$ cat config.mk
export PLATFORM = sky130hd
export DESIGN_NAME = mccs_cfg_regs
export DESIGN_NICKNAME = d
export VERILOG_FILES = /design/src/hdl/mccs_pkg.sv /design/src/hdl/mccs_cfg_regs.sv
export SDC_FILE = /design/constraint.sdc
export NUM_CORES = 1
export LEC_CHECK = 0
export BUFFER_PORTS_ARGS = -buffer_cell sky130_fd_sc_hd__buf_2
export CORE_MARGIN = 5
export CORE_UTILIZATION = 35
export CTS_CLUSTER_SIZE = 14
export DETAILED_ROUTE_END_ITERATION = 16
export GPL_ROUTABILITY_DRIVEN = 0
export SLEW_MARGIN = 20
export SYNTH_ARGS = -nofsm -noshare
export SYNTH_HDL_FRONTEND = slang
export SYNTH_SLANG_ARGS = --single-unit
$ cat constraint.sdc
create_clock -name aclk -period 1.8 [get_ports aclk]
set_input_delay 0.36 -clock aclk [delete_from_list [all_inputs] [get_ports aclk]]
set_output_delay 0.36 -clock aclk [all_outputs]
set_load 0.02 [all_outputs]
$ cat src/hdl/mccs_pkg.sv
// Shared types, register and cause codes, and the Q16 filter function.
package mccs_pkg;

    // Configuration register indexes
    localparam logic [2:0] REG_ALPHA      = 3'd0;
    localparam logic [2:0] REG_RAISE_MRG  = 3'd1;
    localparam logic [2:0] REG_LOWER_MRG  = 3'd2;
    localparam logic [2:0] REG_LIMIT_UP   = 3'd3;
    localparam logic [2:0] REG_LIMIT_DOWN = 3'd4;
    localparam logic [2:0] REG_MOVE_THR   = 3'd5;
    localparam logic [2:0] REG_DYN_EN     = 3'd6;

    // Trip causes
    localparam logic [1:0] CAUSE_NONE = 2'd0;
    localparam logic [1:0] CAUSE_LOAD = 2'd1;
    localparam logic [1:0] CAUSE_SUM  = 2'd2;

    localparam logic [16:0] ALPHA_ONE = 17'd65536;

    typedef struct packed {
        logic [16:0] alpha;
        logic [14:0] raise_margin;
        logic [14:0] lower_margin;
        logic [15:0] limit_up;
        logic [15:0] limit_down;
        logic [15:0] move_thr;
        logic        dyn_en;
    } cfg_t;

    // y + floor(a * (x - y) / 65536), same as the two-term Q16 blend
    function automatic logic [15:0] smooth(input logic [16:0] a_in,
                                           input logic [15:0] x,
                                           input logic [15:0] y);
        logic [16:0]        a;
        logic signed [16:0] diff;
        logic signed [34:0] prod;
        logic signed [34:0] sum;
        a    = (a_in > ALPHA_ONE) ? ALPHA_ONE : a_in;
        diff = $signed({1'b0, x}) - $signed({1'b0, y});
        prod = $signed({1'b0, a}) * diff;
        sum  = $signed({19'd0, y}) + (prod >>> 16);
        return sum[15:0];
    endfunction

endpackage

$ cat src/hdl/mccs_cfg_regs.sv
// Configuration register file of the collision supervisor.
module mccs_cfg_regs import mccs_pkg::*; (
    input  logic        aclk,
    input  logic        aresetn,
    input  logic        wr_en,
    input  logic [2:0]  wr_index,
    input  logic [16:0] wr_data,
    output cfg_t        cfg
);

    cfg_t cfg_reg;

    // register writes, unknown indexes are dropped
    always_ff @(posedge aclk) begin
        if (!aresetn) begin
            cfg_reg.alpha        <= 17'd3277;
            cfg_reg.raise_margin <= 15'd0;
            cfg_reg.lower_margin <= 15'd0;
            cfg_reg.limit_up     <= 16'd3000;
            cfg_reg.limit_down   <= 16'd2500;
            cfg_reg.move_thr     <= 16'd80;
            cfg_reg.dyn_en       <= 1'b1;
        end else if (wr_en) begin
            unique case (wr_index)
                REG_ALPHA:      cfg_reg.alpha        <= wr_data;
                REG_RAISE_MRG:  cfg_reg.raise_margin <= wr_data[14:0];
                REG_LOWER_MRG:  cfg_reg.lower_margin <= wr_data[14:0];
                REG_LIMIT_UP:   cfg_reg.limit_up     <= wr_data[15:0];
                REG_LIMIT_DOWN: cfg_reg.limit_down   <= wr_data[15:0];
                REG_MOVE_THR:   cfg_reg.move_thr     <= wr_data[15:0];
                REG_DYN_EN:     cfg_reg.dyn_en       <= wr_data[0];
                default: ;
            endcase
        end
    end

    assign cfg = cfg_reg;

endmodule

[Word-level counts from Yosys, hierarchy flattened]
Cells that the tools add are included.
Widths: inputs -> output; s select.
Storage, ports and cells
  flip-flop bits (word level): 96
  bits of input ports: 23
  word-level logic and storage cells: 21
Cells by class
  eq/ne operators: 6
  reductions and logical operators: 8
Operators by type and width (count)
  $reduce_and 2->1: 7
  $eq 3x3->1 const B: 3
  $eq 3x2->1 const B: 2
  $eq 3x1->1 const B: 1
  $logic_not 3->1: 1

[Longest topological paths before layout]
  depth after elaboration: 2
  depth in mapped cells: 5

[Least setup slack after synthesis]
OpenSTA, ideal clock, no wires.
  path type: input -> register
  start: in wr_index[1]
  end: reg cfg_reg (netlist bit cfg[85])
  setup time: 124 ps
  arrival time: 1395 ps
  setup slack: 281 ps
  cell stages on the path: 5
  path buffers: 3
  path through: buf_4 > or4b_1 > buf_6 > buf_12 > mux2i_1
Between the ends
  longest elaborated chain between the ends: 2
RTL lines
  from (decl): line mccs_cfg_regs.sv:6  | input logic [2:0] wr_index,
  $logic_not 3->1: line mccs_cfg_regs.sv:24  | unique case (wr_index)
  $reduce_and 2->1 (no source line)
  to (decl): line mccs_cfg_regs.sv:11  | cfg_t cfg_reg;
No other way between the ends.
A chain may end at the register's enable or synchronous reset.

[Final worst setup path]
  start: reg cfg_reg (netlist bit cfg[63])
  end: out cfg[63] in the netlist's numbering
RTL lines
  to (decl): line mccs_cfg_regs.sv:8  | output cfg_t cfg
No word-level cell between the ends.

==> key figures <==
Floorplan
  – Core footprint: 0.01032 sq mm
  – Area of the die: 0.01273 sq mm
  – Chip width: 112.8 um
  – Die boundary height: 112.8 um
  – Boundary Pins: 119
  – Starting density of the core: 0.3584
  – Number of rows created at floorplan: 37

Critical path
  – Class of the most critical setup path: reg -> out
  – Kind of launch point of the worst setup path: flip-flop
  – Maximum fanout along the worst path: 2
  – Required time at the worst-slack endpoint: 1440 ps
  – Cell depth of the worst flop-to-flop path: 2
  – Combined buffer and inverter count along the critical path: 1
  – CP peak stage delay: 380 ps
  – Arrival @ worst endpoint: 920 ps
  – Family with the most delay on the worst path: flip-flops
  – Reg-to-reg endpoint: cfg[88]
  – Worst reg2reg startpoint: cfg[88]
  – R2r setup slk: 1150 ps
  – Worst setup EP type: primary output
  – Cell Chain, Critical Path: buf_2
  – Startpoint of the most critical setup path: cfg[63]
  – Worst path slowest cell: sky130_fd_sc_hd__dfxtp_1

Drt
  – Routed len/inst: 16.00 um
  – Drt pass-1 iters: 4
  – Total via count after detailed routing: 2830
  – Total DRC errors in the routed layout: 0
  – Final wirelength: 9698 um
  – First DRT Iteration DRCs: 149
  – Routed Antenna Nets: 0
  – Per-cell via count in the routed design: 4.670

Timing
  – Final-report hold violation count: 0
  – Summed negative setup slack over all endpoints: 0 ps
  – Transition time of the tightest slew-check pin: 355.0 ps
  – Worst rel slew slack: 0.7633
  – Final min period: 1281 ps
  – Achievable frequency: 780.6 MHz
  – Crit share post-route: 0.7117
  – Number of slew-limit violations in the final report: 0
  – Final setup vio count: 0
  – Fin Clk Skew: 0 ps
  – Setup repair after global routing missed its margin: no

Clock tree
  – Resized Gates After CTS: 0
  – Bufs on Longest Clock Path: 2
  – Cts-stage hold buffer count: 0
  – Clock H-tree levels: 3
  – Number of buffers inserted during clock tree synthesis: 9
  – Clk slew on worst S/H paths: 90 ps
  – Num Clock Sinks: 96
  – Later-pin clock latency in the skew report: 350 ps
  – Buffer count from post-CTS setup fixing: 0
  – CTS tree: built
  – Clock root buffer: sky130_fd_sc_hd__clkbuf_8

Status
  – Result of the run: finished, final reports clean

GRT
  – Leftover overflow at the end of global routing: 0
  – Via count of the first global-routing pass: 2817
  – Global-route wire length before repair: 15460 um
  – Initial antenna violation count: 0
  – Total routing usage reported by global routing: 0.1541
  – Maximum number of pins on one net before global-route repair: 73

Yosys
  – Netlist area before placement: 0.003700 sq mm
  – Share of synthesized area occupied by flip-flops and latches: 0.5194
  – Distinct cells, synth: 17
  – Synth area leaders: sky130_fd_sc_hd__dfxtp_1 52%, sky130_fd_sc_hd__mux2i_1 26%, sky130_fd_sc_hd__nand2_1 9.2%
  – Synth async-reset ratio: 0
  – Commonest cells post-synth: 96 x sky130_fd_sc_hd__dfxtp_1, 96 x sky130_fd_sc_hd__mux2i_1, 91 x sky130_fd_sc_hd__nand2_1, 33 x sky130_fd_sc_hd__nor2b_1, 16 x sky130_fd_sc_hd__clkbuf_1
  – Synthesized instance count: 356
  – Number of nets in the synthesized netlist: 379
  – Number of warnings printed during yosys synthesis: 0
  – Post-synth EDFFs: 0
  – Flop and latch count out of synthesis: 96
  – Flip-flop cell with the highest count after synthesis: sky130_fd_sc_hd__dfxtp_1
  – Average cell area after synthesis: 10.39 sq um
  – Post-synth top area cell: sky130_fd_sc_hd__dfxtp_1
  – Fraction of post-synthesis cell area in the top cell type by area: 0.5194

Finish
  – Layout Utilization: 0.4472
  – Sequential Area: 0.001922 sq mm
  – Final #Nets: 489
  – Number of antenna diodes: 0
  – Area of the multi-input gates: 0.001630 sq mm
  – Filler cell count in the final layout: 1045
  – Area grow syn2layout: 24.79%
  – Final Cell Area: 0.004617 sq mm
  – Flip-flop count of the largest register after layout: 96
  – Ratio of cells with drive above 1 in the final layout: 0.3128

Placed design
  – Dpl hpwl: 7087 um
  – Placed standard-cell area: 0.004436 sq mm
  – Number of I/O port buffers: 118

Worst hold path
  – Hold EP: cfg[95]
  – Start point of the worst hold path: wr_data[16]
  – Type of the tightest min-delay check: in -> reg
  – Number of stages on the worst hold path: 3

Power
  – LEAKAGE: 0.002343 uW
  – Pwr dens: 838.7 mW/mm^2
  – Sum of internal, switching and leakage power: 3872 uW
  – VDD IR max: 0.0003344 V

Run
  – Max-cap check violation count: 0
worst max path at each step:
| stage | cells after the start | slack [ps] | to |
|---|---|---|---|
| final | 1 | 520 | cfg[63] |
| after global routing | 1 | 480 | cfg[63] |
| after CTS | 1 | 520 | cfg[54] |
| after detailed placement | 4 | 250 | cfg[88] |
| after global placement | 4 | 270 | cfg[91] |
| after floorplan | 5 | 280 | cfg[85] |
where the power goes:
part	total (uW)	switching [uW]	internal [uW]
logic	361	226	135
clock network	1320	744	573
registers	2190	24.7	2170
total	3870	995	2880
final cells by class:
cell class | count | share of cell area
tap | 136 | 0.03686
clock buffer | 11 | 0.03279
clock inverter | 4 | 0.006504
timing repair buffer | 129 | 0.1545
multi-input combinational | 230 | 0.3531
sequential | 96 | 0.4163
layout by cell type, fill, tap and decap left out, types with 2 or more instances in the layout:
master,count
sky130_fd_sc_hd__buf_2,117
sky130_fd_sc_hd__mux2i_1,96
sky130_fd_sc_hd__dfxtp_1,96
sky130_fd_sc_hd__nand2_1,91
sky130_fd_sc_hd__nor2b_1,33
sky130_fd_sc_hd__clkbuf_8,11
sky130_fd_sc_hd__buf_4,9
sky130_fd_sc_hd__nand4b_1,3
sky130_fd_sc_hd__buf_12,3
sky130_fd_sc_hd__nand4bb_1,2
sky130_fd_sc_hd__clkinv_4,2
cell families (layout without fill, tap and decap cells):
| kind of cell | count (synthesis) | after routing | synth area share |
|---|---|---|---|
| and+or+nand+nor | 134 | 134 | 0.1769 |
| muxes | 96 | 96 | 0.2597 |
| DFF | 96 | 96 | 0.5194 |
| buffers and inverters | 30 | 144 | 0.04396 |
per-layer routing:
metal | global-route usage | share of wire | vias to the layer above
met5 | 0 | 0 | -
met4 | 0.05288 | 0.016 | 0
met3 | 0.03850 | 0.065 | 12
met2 | 0.2500 | 0.47 | 82
met1 | 0.1999 | 0.45 | 1349
li1 | - | - | 1387
metrics by stage:
stage | hold WS [ps] | worst slack (ps) | instances
3_5_place_dp | 447.0 | 248.2 | 591
3_3_place_gp | 440.5 | 273.5 | 591
6_report | 249.3 | 518.9 | 606
5_1_grt | 262.2 | 483.7 | 606
4_1_cts | 226.7 | 518.1 | 606
2_1_floorplan | 502.2 | 280.6 | 356
No activity file was read; power rests on OpenSTA's default activity.
